<file path="config.mk">
export PLATFORM = sky130hd
export DESIGN_NAME = sdd_merge
export DESIGN_NICKNAME = d
export VERILOG_FILES = /design/src/sdd_pkg.sv /design/src/sdd_merge.sv
export SDC_FILE = /design/constraint.sdc
export NUM_CORES = 1
export LEC_CHECK = 0
export BUFFER_PORTS_ARGS = -buffer_cell sky130_fd_sc_hd__buf_4
export CAP_MARGIN = 20
export CORE_MARGIN = 2
export CORE_UTILIZATION = 24
export DETAILED_ROUTE_END_ITERATION = 12
export PLACE_DENSITY_LB_ADDON = 0.08
export SLEW_MARGIN = 30
export SYNTH_ARGS = -nofsm -noshare
export SYNTH_HDL_FRONTEND = slang
export SYNTH_SLANG_ARGS = --single-unit
</file>
<file path="constraint.sdc">
create_clock -name clk -period 8.1 [get_ports clk]
set_input_delay 0.405 -clock clk [delete_from_list [all_inputs] [get_ports clk]]
set_output_delay 0.405 -clock clk [all_outputs]
set_load 0.1 [all_outputs]
</file>
<file path="src/sdd_pkg.sv">
// Shared types, constants and helpers for the steepest-descent direction block.
// No dependencies; imported by every module under src.
`timescale 1ns / 1ps

package sdd_pkg;

    // Fixed field widths
    localparam int SDD_SAMPLE_BITS   = 24;
    localparam int SDD_FRACTION_BITS = 8;
    localparam int SDD_PREC_BITS     = 16;
    localparam int SDD_ADDR_BITS     = 3;
    localparam int SDD_DATA_BITS     = 32;
    localparam int SDD_DIRS          = 8;
    localparam int SDD_DIR_BITS      = 3;

    localparam logic [SDD_PREC_BITS-1:0] SDD_PREC_RESET = 16'd10000;

    // Register index (paddr[2])
    localparam logic REG_PRECISION = 1'b0;

    // Direction codes
    localparam logic [3:0] DIR_EAST      = 4'd0;
    localparam logic [3:0] DIR_SOUTHEAST = 4'd1;
    localparam logic [3:0] DIR_SOUTH     = 4'd2;
    localparam logic [3:0] DIR_SOUTHWEST = 4'd3;
    localparam logic [3:0] DIR_WEST      = 4'd4;
    localparam logic [3:0] DIR_NORTHWEST = 4'd5;
    localparam logic [3:0] DIR_NORTH     = 4'd6;
    localparam logic [3:0] DIR_NORTHEAST = 4'd7;
    localparam logic [3:0] DIR_CENTER    = 4'd8;

    // Edge flag bits
    localparam int EDGE_FIRST_ROW = 0;
    localparam int EDGE_LAST_ROW  = 1;
    localparam int EDGE_FIRST_COL = 2;
    localparam int EDGE_LAST_COL  = 3;

    // Neighbors dropped per border, bit k = direction k
    localparam logic [SDD_DIRS-1:0] SKIP_FIRST_ROW = 8'hE0;
    localparam logic [SDD_DIRS-1:0] SKIP_LAST_ROW  = 8'h0E;
    localparam logic [SDD_DIRS-1:0] SKIP_FIRST_COL = 8'h38;
    localparam logic [SDD_DIRS-1:0] SKIP_LAST_COL  = 8'h83;

    typedef logic signed [SDD_SAMPLE_BITS-1:0] sample_t;

    typedef struct packed {
        sample_t    center_value;
        sample_t    east_value;
        sample_t    southeast_value;
        sample_t    south_value;
        sample_t    southwest_value;
        sample_t    west_value;
        sample_t    northwest_value;
        sample_t    north_value;
        sample_t    northeast_value;
        logic [3:0] edge_flags;
    } win_t;

    typedef struct packed {
        logic [3:0] direction;
        logic [7:0] direction_mask;
    } res_t;

    // Per-stage load enables
    typedef struct packed {
        logic s1;
        logic s2;
        logic s3;
        logic s4;
        logic s5;
    } pipe_ctl_t;

    function automatic logic [SDD_DIRS-1:0] skip_of(input logic [3:0] flags);
        logic [SDD_DIRS-1:0] m;
        m = '0;
        if (flags[EDGE_FIRST_ROW]) m = m | SKIP_FIRST_ROW;
        if (flags[EDGE_LAST_ROW])  m = m | SKIP_LAST_ROW;
        if (flags[EDGE_FIRST_COL]) m = m | SKIP_FIRST_COL;
        if (flags[EDGE_LAST_COL])  m = m | SKIP_LAST_COL;
        return m;
    endfunction

endpackage

</file>
<file path="src/sdd_merge.sv">
// Merging tree over the eight neighbor keys, final compare against the center.
// Depends on sdd_pkg.
`timescale 1ns / 1ps

module sdd_merge #(
    parameter int KEY_W = 33
) (
    input  logic                          clk,
    input  sdd_pkg::pipe_ctl_t            ctl,
    input  logic signed [KEY_W-1:0]       center_key,
    input  logic signed [KEY_W-1:0]       nb_key [sdd_pkg::SDD_DIRS],
    input  logic [sdd_pkg::SDD_DIRS-1:0]  nb_keep,
    output sdd_pkg::res_t                 res
);
    import sdd_pkg::*;

    logic signed [KEY_W-1:0]  k3_reg [4];
    logic                     v3_reg [4];
    logic [SDD_DIR_BITS-1:0]  d3_reg [4];
    logic signed [KEY_W-1:0]  c3_reg;
    logic signed [KEY_W-1:0]  k4_reg [2];
    logic                     v4_reg [2];
    logic [SDD_DIR_BITS-1:0]  d4_reg [2];
    logic signed [KEY_W-1:0]  c4_reg;
    logic signed [KEY_W-1:0]  k3_next [4];
    logic                     v3_next [4];
    logic [SDD_DIR_BITS-1:0]  d3_next [4];
    logic signed [KEY_W-1:0]  k4_next [2];
    logic                     v4_next [2];
    logic [SDD_DIR_BITS-1:0]  d4_next [2];
    logic                     take_a;
    logic                     win_nb;
    logic [SDD_DIR_BITS-1:0]  win_dir;
    res_t                     res_reg;
    res_t                     res_next;

    // lower index wins ties; a dropped neighbor never wins
    always_comb
    begin
        for (int i = 0; i < 4; i++)
        begin
            if (nb_keep[2*i] && (!nb_keep[2*i+1] || nb_key[2*i] <= nb_key[2*i+1]))
            begin
                k3_next[i] = nb_key[2*i];
                d3_next[i] = SDD_DIR_BITS'(2*i);
            end
            else
            begin
                k3_next[i] = nb_key[2*i+1];
                d3_next[i] = SDD_DIR_BITS'(2*i+1);
            end
            v3_next[i] = nb_keep[2*i] | nb_keep[2*i+1];
        end
        for (int i = 0; i < 2; i++)
        begin
            if (v3_reg[2*i] && (!v3_reg[2*i+1] || k3_reg[2*i] <= k3_reg[2*i+1]))
            begin
                k4_next[i] = k3_reg[2*i];
                d4_next[i] = d3_reg[2*i];
            end
            else
            begin
                k4_next[i] = k3_reg[2*i+1];
                d4_next[i] = d3_reg[2*i+1];
            end
            v4_next[i] = v3_reg[2*i] | v3_reg[2*i+1];
        end
    end

    // last level, then center check: the center loses ties
    always_comb
    begin
        take_a  = v4_reg[0] && (!v4_reg[1] || k4_reg[0] <= k4_reg[1]);
        win_dir = take_a ? d4_reg[0] : d4_reg[1];
        if (take_a)
            win_nb = k4_reg[0] <= c4_reg;
        else
            win_nb = v4_reg[1] && (k4_reg[1] <= c4_reg);
        if (win_nb)
        begin
            res_next.direction      = {1'b0, win_dir};
            res_next.direction_mask = 8'(1) << win_dir;
        end
        else
        begin
            res_next.direction      = DIR_CENTER;
            res_next.direction_mask = '0;
        end
    end

    always_ff @(posedge clk)
    begin
        if (ctl.s3)
        begin
            k3_reg <= k3_next;
            v3_reg <= v3_next;
            d3_reg <= d3_next;
            c3_reg <= center_key;
        end
        if (ctl.s4)
        begin
            k4_reg <= k4_next;
            v4_reg <= v4_next;
            d4_reg <= d4_next;
            c4_reg <= c3_reg;
        end
        if (ctl.s5)
            res_reg <= res_next;
    end

    assign res = res_reg;

endmodule

</file>
-- Yosys cells after proc, flatten, opt, wreduce, memory -nomap -nowiden
Cells that the tools add are included.
- order comparisons: 9
- shift operators: 1
- muxes and demuxes: 15
- bitwise gates (word level): 6
- reduce and logical (&&, ||, !) cells: 22
- operators by type and width (kind ; number):
    33-bit less-or-equal comparator ; 9
    33-bit 2-to-1 mux ; 6
    12-bit 2-to-1 mux ; 1
    3-bit 2-to-1 mux ; 3
    1-bit logical AND ; 8
    1-bit by 3-bit left shift with 8-bit output, first input constant ; 1
    1-bit zero test ; 7
    1-bit logical OR ; 7
    1-bit bitwise OR ; 6
    1-bit 2-to-1 mux ; 5
- bits in registers: 300
- input port bits: 311
- output and inout port bits: 12
- logic and storage cells: 76

-- Logic depth before layout (Yosys ltp)
- depth in word-level cells: 6
- mapped depth: 11
- gate-level depth less buffers: 10

-- Worst setup path after synthesis
OpenSTA, ideal clock, no wires.
- path type: input-to-reg
- start: in nb_key[219] (netlist bit)
- end: reg k3_reg[130] (netlist bit), data pin
- arrival: 2.849 ns
- required time: 7.839 ns
- path slack: 4.990 ns
- stages on the path: 11
- cells stage by stage: inv_1 > ha_1 > and3_1 > nand4_1 > or4_4 > o311ai_4 > a21oi_1 > or2_1 > buf_2 > buf_6 > a311o_1
- RTL lines (what ; RTL line ; RTL):
    from (decl) ; sdd_merge.sv:11 ; input logic signed [KEY_W-1:0] nb_key [sdd_pkg::SDD_DIRS],
    to (signal assigned) ; sdd_merge.sv:95 ; k3_reg <= k3_next;
    to (decl) ; sdd_merge.sv:17 ; logic signed [KEY_W-1:0] k3_reg [4];

==> impl_metrics.csv <==
group,metric,value,unit
critical_path,cp.arrival,4.03,ns
critical_path,path_class,"input port to register",
timing,worst_slack,4.33,ns
yosys,synth_seq_cells,290,
critical_path,cp-end-kind,"register",
floorplanning,core,0.0824,mm2
timing,rsz0062_at_grt,"false",
cts,clk_latency,0.54,ns
floorplanning,rows,105,
critical_path,ff2ff_path_depth,10,
power,intPower,3.27,mW
critical_path,cp.required,8.36,ns
power,p_leak,11.0,nW
grt,grt_remaining_overflow,0,
timing,worstMarginPinSlew,1.01,ns
power,ir_drop,0.0971,mV
power,switching_share,30.0,%
critical_path,path_max_fanout,34,
cts,cts_buffers,35,
yosys,synthArstFlopShare,0,%
placement,dp_slack,3.84,ns
timing,fin_skew,0.0260,ns
cts,cts_setup_buffers,0,
drt,via_count,15179,
final_layout,nets,2796,
yosys,ys_warn_count,0,
critical_path,startpoint_type,"input port",
drt,post_drt_wl_per_cell,19.9,um
yosys,synth_top_cell_area_share,43.5,%
timing,fmax,265,MHz
worst_hold_path,hold_depth,1,
drt,drc,0,
run_status,status,"complete, no violations",
grt,first_global_vias,15690,
yosys,yosysUniqueCellTypes,64,
drt,routed_wl,65500,um
floorplanning,ios,323,
drt,ant_nets,0,
critical_path,timing.rr.end,"k4_reg[6]$_DFFE_PP_",
power,seq_power_share,42.2,%
drt,drt_iter0_markers,807,
placement,dp_hpwl,52200,um
critical_path,r2r-start,"k3_reg[59]$_DFFE_PP_",
yosys,yosys-top-cells-area,"edfxtp_1 43%, ha_1 19%, mux2_1 8.3%",
grt,grt_use_total,15.1,%
floorplanning,die_w,293,um
yosys,synth_edf_count,290,
worst_hold_path,hp-start,"center_key[32]",
drt,routed_via_density,4.62,
cts,htree_levels,2,
yosys,synth_ff_type,"edfxtp_1",
job,maxCapViolCount,0,
power,power_density,187,mW/mm2
yosys,synth_area,0.0200,mm2
power,switchingPower,1.40,mW
cts,path_clk_slew,0.06,ns
yosys,synth_nets,2472,
critical_path,startpoint,"nb_key[224]",
yosys,ys_seq_area_share,43.5,%
floorplanning,die_h,293,um
power,clockPowerShare,32.1,%
yosys,synth_top_area_cell,"edfxtp_1",
grt,grt_pass1_wl,97200,um
final_layout,largest_register_ffs,132,
timing,slew-limit-headroom,32.0,%
yosys,syn_area_per_cell,10.7,um2
placement,io_buffer_count,320,
timing,min_period,3.77,ns
floorplanning,start_util,24.3,%
placement,routabilityCongestion,0.824,
timing,setup_viol,0,
timing,tns,0,ns
final_layout,areaGrowthSynthToFinish,24.5,%
worst_hold_path,min_to,"c3_reg[32]$_DFFE_PP_",
timing,fin_crit_sh,46.6,%
power,pwr-share-comb,25.8,%
cts,cts_buffer_depth,3,
grt,antenna_found_initial,1,
final_layout,drive_above_1_share,19.8,%
drt,drt_first_pass_iters,5,
worst_hold_path,min_path_type,"input port to register",
timing,slew_viol_final,0,
floorplanning,die-area,0.0858,mm2
critical_path,r2r_setup_slack,4.49,ns
cts,root_buffer,"clkbuf_16",
yosys,synth_cells,1864,
grt,grt_max_degree,70,
cts,cts_sinks,290,
timing,finalHoldViolCount,0,
cts,cts_tree,"built",
==> power by group through the flow <==
stage,Clock [mW],Combinational [mW],Sequential [mW]
6_report,1.50,1.20,1.97
3_3_place_gp,0,1.19,2.01
4_1_cts,1.57,1.22,1.98
5_1_grt,1.63,1.36,2.00
3_5_place_dp,0,1.21,2.01
2_1_floorplan,0,0.688,2.00
==> cells by family after synthesis <==
family	share of synthesized area, %
AND/OR/NAND/NOR	10.2
AO/OA/AOI/OAI	12.0
buffers and inverters	6.44
adder cells (fa/ha/maj)	18.6
flip-flops	43.5
multiplexers	9.33
==> per-layer routing <==
layer / track usage, % / routed length, um / up-vias
li1: - / - / 7573
met5: 0 / 0 / -
met2: 26.1 / 32200 / 295
met4: 3.09 / 1050 / 0
met3: 1.80 / 2160 / 58
met1: 20.2 / 30000 / 7253
==> worst max path at each step <==
stage / to / slack [ns] / cells after the start
final: k3_reg[129]$_DFFE_PP_ / 4.33 / 12
after detailed placement: k3_reg[129]$_DFFE_PP_ / 3.84 / 12
after global placement: k3_reg[129]$_DFFE_PP_ / 3.81 / 12
after CTS: k4_reg[6]$_DFFE_PP_ / 4.38 / 10
after floorplan: k3_reg[130]$_DFFE_PP_ / 4.99 / 11
after global routing: k4_reg[6]$_DFFE_PP_ / 4.18 / 10
==> critical path, stage by stage <==
cell and delay [ns]:
buf_4 0.10, inv_1 0.06, ha_1 0.31, nand3_1 0.08, nor3_1 0.77, inv_1 0.19
nor4_4 0.38, o22ai_4 0.11, buf_4 0.31, or2_1 0.52, buf_4 0.35, a311o_1 0.40
==> cell usage after synthesis (all sizes together) (2+ instances only) <==
library cell / count
ha: 297
edfxtp: 290
inv: 279
mux2: 166
nand2: 153
a21oi: 120
nor2: 73
nand4: 55
nor3: 50
clkbuf: 43
o21ai: 43
a21o: 37
o221ai: 35
a311o: 34
nand3: 32
buf: 14
nor4: 14
nor2b: 13
a211oi: 12
o211ai: 10
or2: 9
a31oi: 7
nand2b: 7
a2111oi: 5
a211o: 5
o21a: 5
o31ai: 5
and2: 4
and4: 4
o22ai: 4
o311ai: 4
a21boi: 3
a221oi: 3
a31o: 3
and3: 3
o31a: 3
and3b: 2
o2111ai: 2
o21bai: 2
o2bb2ai: 2
or3: 2
==> stage by stage <==
step	instance area [um2]	power, mW	cells	utilization (%)	hold slack (ns)
final	24900	4.68	3286	30.3	0.0406
after global routing	24900	4.99	3285	30.3	0.0104
after CTS	24900	4.77	3283	30.2	0.000410
after detailed placement	23800	3.22	3215	28.8	0.405
after global placement	23700	3.20	3211	28.8	0.408
after floorplan	20000	2.69	1864	-	0.400
==> layout make-up <==
type | instances | area, um2
Sequential cell | 290 | 8710
Tap cell | 1070 | 1340
Fill cell | 8497 | 57400
Antenna cell | 1 | 2.50
Clock buffer | 40 | 916
Timing Repair Buffer | 344 | 2640
Inverter | 279 | 1050
Multi-Input combinational cell | 1238 | 10100
Clock inverter | 24 | 180
==> timing repair <==
item                      CTS  global route
hold buffers                4             0
hold endpoints to repair    4             0
gates resized for setup     0             0
==> cell usage in the layout, fill, tap and decap left out, drive strengths merged, types with 5 or more instances in the layout <==
cell type and instances:
buf 340, ha 297, edfxtp 290, inv 280, mux2 166, nand2 153, a21oi 120, nor2 73
nand4 55, nor3 50, o21ai 43, clkbuf 40, a21o 37, o221ai 35, a311o 34, nand3 32
clkinv 20, nor4 14, nor2b 13, a211oi 12, o211ai 10, or2 9, nand2b 7, a31oi 7
a2111oi 5, o21a 5, a211o 5, o31ai 5
(Power assumes the default switching activity.)
