### src/sdd_pkg.sv
// Shared types, constants and helpers for the steepest-descent direction block.
// No dependencies; imported by every module under src.
`timescale 1ns / 1ps

package sdd_pkg;

    // Fixed field widths
    localparam int SDD_SAMPLE_BITS   = 24;
    localparam int SDD_FRACTION_BITS = 8;
    localparam int SDD_PREC_BITS     = 16;
    localparam int SDD_ADDR_BITS     = 3;
    localparam int SDD_DATA_BITS     = 32;
    localparam int SDD_DIRS          = 8;
    localparam int SDD_DIR_BITS      = 3;

    localparam logic [SDD_PREC_BITS-1:0] SDD_PREC_RESET = 16'd10000;

    // Register index (paddr[2])
    localparam logic REG_PRECISION = 1'b0;

    // Direction codes
    localparam logic [3:0] DIR_EAST      = 4'd0;
    localparam logic [3:0] DIR_SOUTHEAST = 4'd1;
    localparam logic [3:0] DIR_SOUTH     = 4'd2;
    localparam logic [3:0] DIR_SOUTHWEST = 4'd3;
    localparam logic [3:0] DIR_WEST      = 4'd4;
    localparam logic [3:0] DIR_NORTHWEST = 4'd5;
    localparam logic [3:0] DIR_NORTH     = 4'd6;
    localparam logic [3:0] DIR_NORTHEAST = 4'd7;
    localparam logic [3:0] DIR_CENTER    = 4'd8;

    // Edge flag bits
    localparam int EDGE_FIRST_ROW = 0;
    localparam int EDGE_LAST_ROW  = 1;
    localparam int EDGE_FIRST_COL = 2;
    localparam int EDGE_LAST_COL  = 3;

    // Neighbors dropped per border, bit k = direction k
    localparam logic [SDD_DIRS-1:0] SKIP_FIRST_ROW = 8'hE0;
    localparam logic [SDD_DIRS-1:0] SKIP_LAST_ROW  = 8'h0E;
    localparam logic [SDD_DIRS-1:0] SKIP_FIRST_COL = 8'h38;
    localparam logic [SDD_DIRS-1:0] SKIP_LAST_COL  = 8'h83;

    typedef logic signed [SDD_SAMPLE_BITS-1:0] sample_t;

    typedef struct packed {
        sample_t    center_value;
        sample_t    east_value;
        sample_t    southeast_value;
        sample_t    south_value;
        sample_t    southwest_value;
        sample_t    west_value;
        sample_t    northwest_value;
        sample_t    north_value;
        sample_t    northeast_value;
        logic [3:0] edge_flags;
    } win_t;

    typedef struct packed {
        logic [3:0] direction;
        logic [7:0] direction_mask;
    } res_t;

    // Per-stage load enables
    typedef struct packed {
        logic s1;
        logic s2;
        logic s3;
        logic s4;
        logic s5;
    } pipe_ctl_t;

    function automatic logic [SDD_DIRS-1:0] skip_of(input logic [3:0] flags);
        logic [SDD_DIRS-1:0] m;
        m = '0;
        if (flags[EDGE_FIRST_ROW]) m = m | SKIP_FIRST_ROW;
        if (flags[EDGE_LAST_ROW])  m = m | SKIP_LAST_ROW;
        if (flags[EDGE_FIRST_COL]) m = m | SKIP_FIRST_COL;
        if (flags[EDGE_LAST_COL])  m = m | SKIP_LAST_COL;
        return m;
    endfunction

endpackage

### src/sdd_lane.sv
// One sample lane: scale by precision, then round to an integer key.
// Depends on sdd_pkg.
`timescale 1ns / 1ps

module sdd_lane #(
    parameter int FRACTION_BITS = 8,
    parameter int PROD_W        = 41,
    parameter int KEY_W         = 33
) (
    input  logic                              clk,
    input  sdd_pkg::pipe_ctl_t                ctl,
    input  sdd_pkg::sample_t                  sample,
    input  logic [sdd_pkg::SDD_PREC_BITS-1:0] precision,
    input  logic                              keep,
    output logic signed [KEY_W-1:0]           key,
    output logic                              key_keep
);
    import sdd_pkg::*;

    localparam logic [PROD_W-1:0] HALF =
        (FRACTION_BITS == 0) ? '0 : PROD_W'(1) << (FRACTION_BITS - 1);

    logic signed [PROD_W-1:0] prod_reg;
    logic signed [PROD_W-1:0] prod_next;
    logic                     keep1_reg;
    logic signed [PROD_W-1:0] rounded;
    logic signed [KEY_W-1:0]  key_reg;
    logic signed [KEY_W-1:0]  key_next;
    logic                     keep2_reg;

    // product of signed sample and unsigned precision; magnitude stays below 2^39
    assign prod_next = sample * $signed({1'b0, precision});
    assign rounded   = prod_reg + $signed(HALF);
    assign key_next  = KEY_W'(rounded >>> FRACTION_BITS);

    always_ff @(posedge clk)
    begin
        if (ctl.s1)
        begin
            prod_reg  <= prod_next;
            keep1_reg <= keep;
        end
        if (ctl.s2)
        begin
            key_reg   <= key_next;
            keep2_reg <= keep1_reg;
        end
    end

    assign key      = key_reg;
    assign key_keep = keep2_reg;

endmodule

### config.mk
export PLATFORM = sky130hd
export DESIGN_NAME = sdd_lane
export DESIGN_NICKNAME = d
export VERILOG_FILES = /design/src/sdd_pkg.sv /design/src/sdd_lane.sv
export SDC_FILE = /design/constraint.sdc
export NUM_CORES = 1
export LEC_CHECK = 0
export BUFFER_PORTS_ARGS = -buffer_cell sky130_fd_sc_hd__buf_4
export CAP_MARGIN = 20
export CORE_ASPECT_RATIO = 0.75
export CORE_MARGIN = 2
export CORE_UTILIZATION = 47
export DETAILED_ROUTE_END_ITERATION = 10
export PLACE_DENSITY = 0.73
export SETUP_SLACK_MARGIN = 0.05
export SKIP_LAST_GASP = 1
export SYNTH_ARGS = -nofsm -noshare
export SYNTH_HDL_FRONTEND = slang
export SYNTH_SLANG_ARGS = --single-unit
### constraint.sdc
create_clock -name clk -period 14.1 [get_ports clk]
set_input_delay 2.115 -clock clk [delete_from_list [all_inputs] [get_ports clk]]
set_output_delay 2.115 -clock clk [all_outputs]
set_load 0.01 [all_outputs]
After elaboration in Yosys (flattened, before gate mapping)
Cells that the tools add are included.
{"block": "word_totals", "regBits": 76, "input_bits": 47, "out_inout_bits": 34, "word_cells": 6}
{"block": "op_classes", "add_sub_neg": 1, "multipliers": 1}
{"op": "41-bit by 9-bit adder with 41-bit output (second input constant)", "count": 1}
{"op": "24-bit by 17-bit multiplier with 41-bit output", "count": 1}

Longest topological paths before layout
Gate-level depths: netlist of run 1.
{"block": "depth", "word_depth": 1, "depth_mapped": 24, "depth_no_buf": 23}

Least setup slack after synthesis of run 1
Ideal clock, no wire load.
{"block": "synth_timing", "path_kind": "input to register", "from": "input precision[3] in the netlist's numbering", "to": "register prod_reg[35] (data pin)", "setup_ps": 269, "t_arrival_ps": 7426, "t_required_ps": 13831, "path_slack_ps": 6405, "path_stages": 20, "path_buffers": 1, "cell_sequence": "clkbuf_1 -> nand2_1 -> fa_1 -> fa_1 -> inv_1 -> fa_1 -> fa_1 -> fa_1 -> inv_1 -> fa_1 -> inv_1 -> ha_1 -> and3_1 -> and2_1 -> a22o_1 -> and3_4 -> a21o_4 -> nor4b_2 -> o31ai_1 -> xor2_1"}
{"block": "synth_between", "elab_chain_len": 1}
{"element": "from (decl)", "line": "sdd_lane.sv:13", "rtl": "input logic [sdd_pkg::SDD_PREC_BITS-1:0] precision,"}
{"element": "24-bit by 17-bit multiplier with 41-bit output", "line": "sdd_lane.sv:32", "rtl": "assign prod_next = sample * $signed({1'b0, precision});"}
{"element": "named net prod_next[35]", "line": "sdd_lane.sv:24", "rtl": "logic signed [PROD_W-1:0] prod_next;"}
{"element": "to (signal assigned)", "line": "sdd_lane.sv:40", "rtl": "prod_reg <= prod_next;"}
{"element": "to (decl)", "line": "sdd_lane.sv:23", "rtl": "logic signed [PROD_W-1:0] prod_reg;"}
The timed path passes the listed nets, and every way through them passes these cells.
A chain may end at the register's enable or synchronous reset.

Worst setup path after layout of run 1
{"block": "layout_timing", "from": "input precision[2] in the netlist's numbering", "to": "register prod_reg[40] (data pin)"}
The elaborated chain is that of the path after synthesis.

==> metrics.md, run 1 <==
| Metric | Value |
|---|---|
| Status | complete, no violations |
| Global placer's final weighted congestion | 0.914 |
| Syn Nets | 2230 |
| Crit path cell chain | buf_4, nand2_1, fa_1, fa_1, inv_1, fa_1, fa_1, fa_1, inv_1, fa_1, inv_1, ha_1, inv_1, o21ai_0, a21o_1, nand3_1, o311ai_0, a21oi_4, mux2i_1, a2111oi_2 |
| FF+latch count, synth | 69 |
| Setup TNS | 0 ps |
| Period minus WS final | 8240 ps |
| Path depth of the worst reg2reg path | 8 |
| CP bufs+invs | 5 |
| Die area | 36400 µm² |
| DRC Markers | 0 |
| Global-route wire length before repair | 64300 µm |
| Routed WL per cell | 17.4 µm |
| # rows | 59 |
| Routed vias | 11219 |
| Reg2reg end | key[29]$_DFFE_PP_ |
| Synth top area share | 0.458 |
| Resized cells post-CTS | 0 |
| Warnings from Yosys | 0 |
| Layout cells sized above 1 | 0.0613 |
| Post-Synthesis Cells | 1708 |
| Die height | 166 µm |
| Max Freq | 121 MHz |
| # diodes | 0 |
| HPWL after detailed placement | 30300 µm |
| Final wirelength | 38300 µm |
| Max-Cap Viols | 0 |
| Slew Limit Fails | 0 |
| Port buffer count | 77 |
| Reg2Reg Setup Slack | 11600 ps |
| Largest delay share family, worst path | adder cells |
| Vias per cell | 5.09 |
| Crit end category | flip-flop |
| Synthesis-to-finish area growth | 7.33% |
| Worst slew margin | 0.494 |
| Hold EP | key_keep$_DFFE_PP_ |
| Nets | 2262 |
| Core ar. | 34500 µm² |
| Hold-fix buffers at CTS | 0 |
| Setup CP Type | in -> reg |
| Slowest stage delay, CP | 800 ps |
| Crit-path max FO | 24 |
| Clock root cell | clkbuf_16 |
| Synth cell types | 54 |
| Total CTS buffers | 9 |
| Most common cell on crit path | fa_1 |
| Max stage delay cell, worst path | fa_1 |
| Filler cells | 3198 |
| Gr ovfl total | 0 |
| H-tree level count | 3 |
| Largest area contributor in the synthesized netlist | fa_1 |
| Min-Delay Path Depth | 0 |
| Register area share after synthesis | 0.126 |
| Worst Skew | 9.03 ps |
| Commonest cells in the netlist | 464 x inv_1, 375 x fa_1, 251 x nand2_1 |
| RSZ-0062 raised after global routing | no |
| Critical R2R Launch | prod_reg[7]$_DFFE_PP_ |
| Crit start category | primary input |
| Clock-pin slew on the worst setup and hold paths | 50 ps |
| Vias in the first global route | 12467 |
| Worst-case clock buffer depth | 2 |
| Clock Latency Late Sink | 320 ps |
| WP data arrival | 8320 ps |
| Hold_sp | keep1_reg$_DFFE_PP_ |
| Initial DRC Count | 731 |
| Largest register FFs | 34 |
| DR pass1 iterations | 7 |
| Initial antenna violation count | 0 |
| Die X-Extent | 220 µm |
| GRT Total Usage | 0.226 |
| Post-synth EDFFs | 69 |
| Initial Utilization | 0.474 |
| Tcrit/Tclk final | 0.584 |
| Area contributors post-synth | fa_1 46%, edfxtp_1 13%, inv_1 11% |
| Min-delay worst type | reg -> reg |
| CTS tree | built |
| Hold WS | 418 ps |
| Async set-reset flop share out of synthesis | 0 |
| Worst EP required | 14180 ps |
| Clk sinks | 69 |
| Post-Syn Area | 16400 µm² |
| Fin. Hold Viols | 0 |
| Setup-failing EPs final | 0 |
| Count leader, synth | inv_1 |
| Largest net degree at the start of global routing | 36 |
| Post CTS Setup Buffer Count | 0 |
| Num ports | 81 |
| Final ANT Viol Nets | 0 |
| Most used flip-flop cell after synthesis | edfxtp_1 |
| Mean post-synth cell area | 9.60 µm² |
| Slew @ Worst Pin | 753 ps |
==> area by class of cell <==
cell class              count  area [µm²]  area share
clock buffers              12         236      0.0134
repair buffers             77         578      0.0329
multi-input cells        1119       12400       0.703
clock inverters             4        25.0     0.00142
flip-flops and latches     69        2070       0.118
inverters                 464        1740      0.0990
well taps                 457         572      0.0325
==> layer usage <==
layer / vias up / wire length (µm) / global-route usage
met2: 496 / 16500 / 0.336
li1: 5055 / - / -
met1: 5600 / 17200 / 0.331
met3: 68 / 3730 / 0.0547
met4: 0 / 837 / 0.0607
met5: - / 0 / 0
==> worst max-delay path by stage <==
stage,endpoint,startpoint,cells after the start,slack (ps)
final,prod_reg[40]$_DFFE_PP_,precision[2],20,5860
after global routing,prod_reg[40]$_DFFE_PP_,precision[2],20,5420
after CTS,prod_reg[40]$_DFFE_PP_,precision[2],20,5780
after detailed placement,prod_reg[40]$_DFFE_PP_,precision[2],20,5440
after global placement,prod_reg[40]$_DFFE_PP_,precision[2],20,5520
after floorplan,prod_reg[35]$_DFFE_PP_,precision[3],20,6410
==> cells by family after synthesis <==
kind of cell,after synthesis,share of synthesized area
buf+inv,520,0.119
simple gates,489,0.144
fa+ha+maj,475,0.534
compound gates,87,0.0394
flops,69,0.126
xor+xnor,67,0.0358
mux,1,0.000611
==> placed cells by master (no fill, tap or decap), drive strengths merged, types with 11 or more instances in the layout <==
cell type	n
xnor2	49
nor2	21
nand2	251
edfxtp	69
nor3	12
buf	77
and3	11
nand3	23
clkbuf	12
a21oi	34
and2	151
fa	375
inv	464
ha	100
xor2	18
==> through the flow <==
step	area [µm²]	util	instances	worst slack, ps
floorplan	16400	-	1708	6410
global placement	17300	0.502	2186	5520
detailed placement	17300	0.502	2186	5440
CTS	17600	0.509	2202	5780
finish	17600	0.509	2202	5860
global route	17600	0.509	2202	5420
Power of run 1 is left out: the tool's default activity adds up to more than one toggle a clock period on the data nets, which glitch-free logic cannot reach.
==> run 2: changes to the inputs <==
Clock period 14.1 ns to 8.41 ns, I/O delays scaled along.
==> run 2 against run 1 <==
Compared with the run above:
- non-clock buffer count unchanged
- via count up 0.17%
- sequential share of layout area about the same
- flip-flop and latch count unchanged
- setup slack worse by 5000 ps
- clock-buffer cell count down 3
- final area up 0.31%
==> metrics.md, run 2 (synthesis results as in run 1) <==
| Metric | Value |
|---|---|
| # diodes | 0 |
| Worst EP required | 8460 ps |
| Largest delay share family, worst path | adder cells |
| CP bufs+invs | 5 |
| Synthesis-to-finish area growth | 7.66% |
| Core ar. | 34500 µm² |
| Slew @ Worst Pin | 712 ps |
| Reg2reg end | key[29]$_DFFE_PP_ |
| Period minus WS final | 7560 ps |
| Final wirelength | 38100 µm |
| Most common cell after layout, fill and taps aside | inv_1 |
| Worst-case clock buffer depth | 2 |
| Total CTS buffers | 9 |
| Clock Latency Late Sink | 320 ps |
| H-tree level count | 3 |
| Slowest stage delay, CP | 810 ps |
| Min-delay worst type | reg -> reg |
| Max Freq | 132 MHz |
| Reg2Reg Setup Slack | 5900 ps |
| Largest register FFs | 34 |
| Clk sinks | 69 |
| Routed WL per cell | 17.3 µm |
| HPWL after detailed placement | 30300 µm |
| RSZ-0062 raised after global routing | no |
| Post-route insts no fill | 2202 |
| Status | complete, no violations |
| Num ports | 81 |
| Routed vias | 11238 |
| Initial Utilization | 0.474 |
| Worst slew margin | 0.522 |
| Fin. Hold Viols | 0 |
| Hold-fix buffers at CTS | 0 |
| Global placer's final weighted congestion | 0.913 |
| Largest net degree at the start of global routing | 36 |
| Crit end category | flip-flop |
| Initial antenna violation count | 0 |
| Setup WS post-layout | 852 ps |
| Worst Skew | 7.49 ps |
| Most common cell on crit path | fa_1 |
| Initial DRC Count | 727 |
| Crit path cell chain | buf_4, nand2_1, fa_1, fa_1, inv_1, fa_1, fa_1, fa_1, inv_1, fa_1, inv_1, ha_1, inv_1, o21ai_0, a21o_1, nand3_1, o311ai_0, a21oi_4, mux2i_1, a2111oi_2 |
| Min-Delay Path Depth | 0 |
| Tcrit/Tclk final | 0.899 |
| Path depth of the worst reg2reg path | 8 |
| Hold EP | key_keep$_DFFE_PP_ |
| Setup CP Type | in -> reg |
| Crit start category | primary input |
| Clock-pin slew on the worst setup and hold paths | 50 ps |
| Setup-failing EPs final | 0 |
| Final ANT Viol Nets | 0 |
| Post CTS Setup Buffer Count | 0 |
| Gr ovfl total | 0 |
| Vias in the first global route | 12792 |
| Most frequent cells in the layout | 464 x inv_1, 375 x fa_1, 251 x nand2_1 |
| Nets | 2262 |
| Resized cells post-CTS | 0 |
| WP depth | 20 |
| WP data arrival | 7610 ps |
| Layout cells sized above 1 | 0.0630 |
| Max-Cap Viols | 0 |
| Hold_sp | keep1_reg$_DFFE_PP_ |
| GRT Total Usage | 0.228 |
| Clock root cell | clkbuf_16 |
| Port buffer count | 77 |
| Die height | 166 µm |
| Die area | 36400 µm² |
| Die X-Extent | 220 µm |
| # rows | 59 |
| Placed insts | 2186 |
| Place WS | 602 ps |
| Critical R2R Launch | prod_reg[13]$_DFFE_PP_ |
| Slew Limit Fails | 0 |
| Vias per cell | 5.10 |
| Setup TNS | 0 ps |
| DRC Markers | 0 |
| CTS tree | built |
| Crit-path max FO | 24 |
| Global-route wire length before repair | 65300 µm |
| Max stage delay cell, worst path | fa_1 |
| DR pass1 iterations | 5 |
[run 2: changes by cell type in the layout (fill, tap and decap cells not counted)]
| cell | change |
|---|---|
| clkinv_2 | +1 |
| clkbuf_1 | -3 |
| bufinv_16 | +2 |
[run 2: metrics by stage]
step / area, µm² / hold slack (ps) / utilization
CTS: 17600 / 419 / 0.511
finish: 17600 / 420 / 0.511
detailed placement: 17300 / 406 / 0.502
global placement: 17300 / 401 / 0.502
global route: 17600 / 424 / 0.511
floorplan: 16400 / 400 / -
[run 2: layer usage]
metal | GRT usage | part of all wire | vias to the layer above
li1 | - | - | 5058
met1 | 0.334 | 0.46 | 5672
met2 | 0.349 | 0.44 | 466
met3 | 0.0527 | 0.093 | 42
met4 | 0.0452 | 0.013 | 0
met5 | 0 | 0 | -
[run 2: final cells by class]
class                      instances  area, µm²
multi-input combinational       1119      12400
inverter                         464       1740
tap                              457        572
timing repair buffer              77        578
sequential                        69       2070
fill                            3141      16900
clock buffer                       9        225
clock inverter                     7       90.1
[run 2: worst max path at each step]
stage	startpoint	end	slack (ps)
after global routing	precision[2]	prod_reg[40]$_DFFE_PP_	530
final	precision[2]	prod_reg[40]$_DFFE_PP_	850
after detailed placement	precision[2]	prod_reg[40]$_DFFE_PP_	600
after CTS	precision[2]	prod_reg[40]$_DFFE_PP_	930
after global placement	precision[2]	prod_reg[40]$_DFFE_PP_	710
after floorplan	precision[3]	prod_reg[35]$_DFFE_PP_	1570
[run 2: worst register-to-register path, delay by kind of cell (launching register included)]
kind | cells | cell delay, ps
AND/OR/NAND/NOR | 7 | 1750
flip-flops | 1 | 430
XOR/XNOR | 1 | 80
Power of run 2 is left out for the same reason.
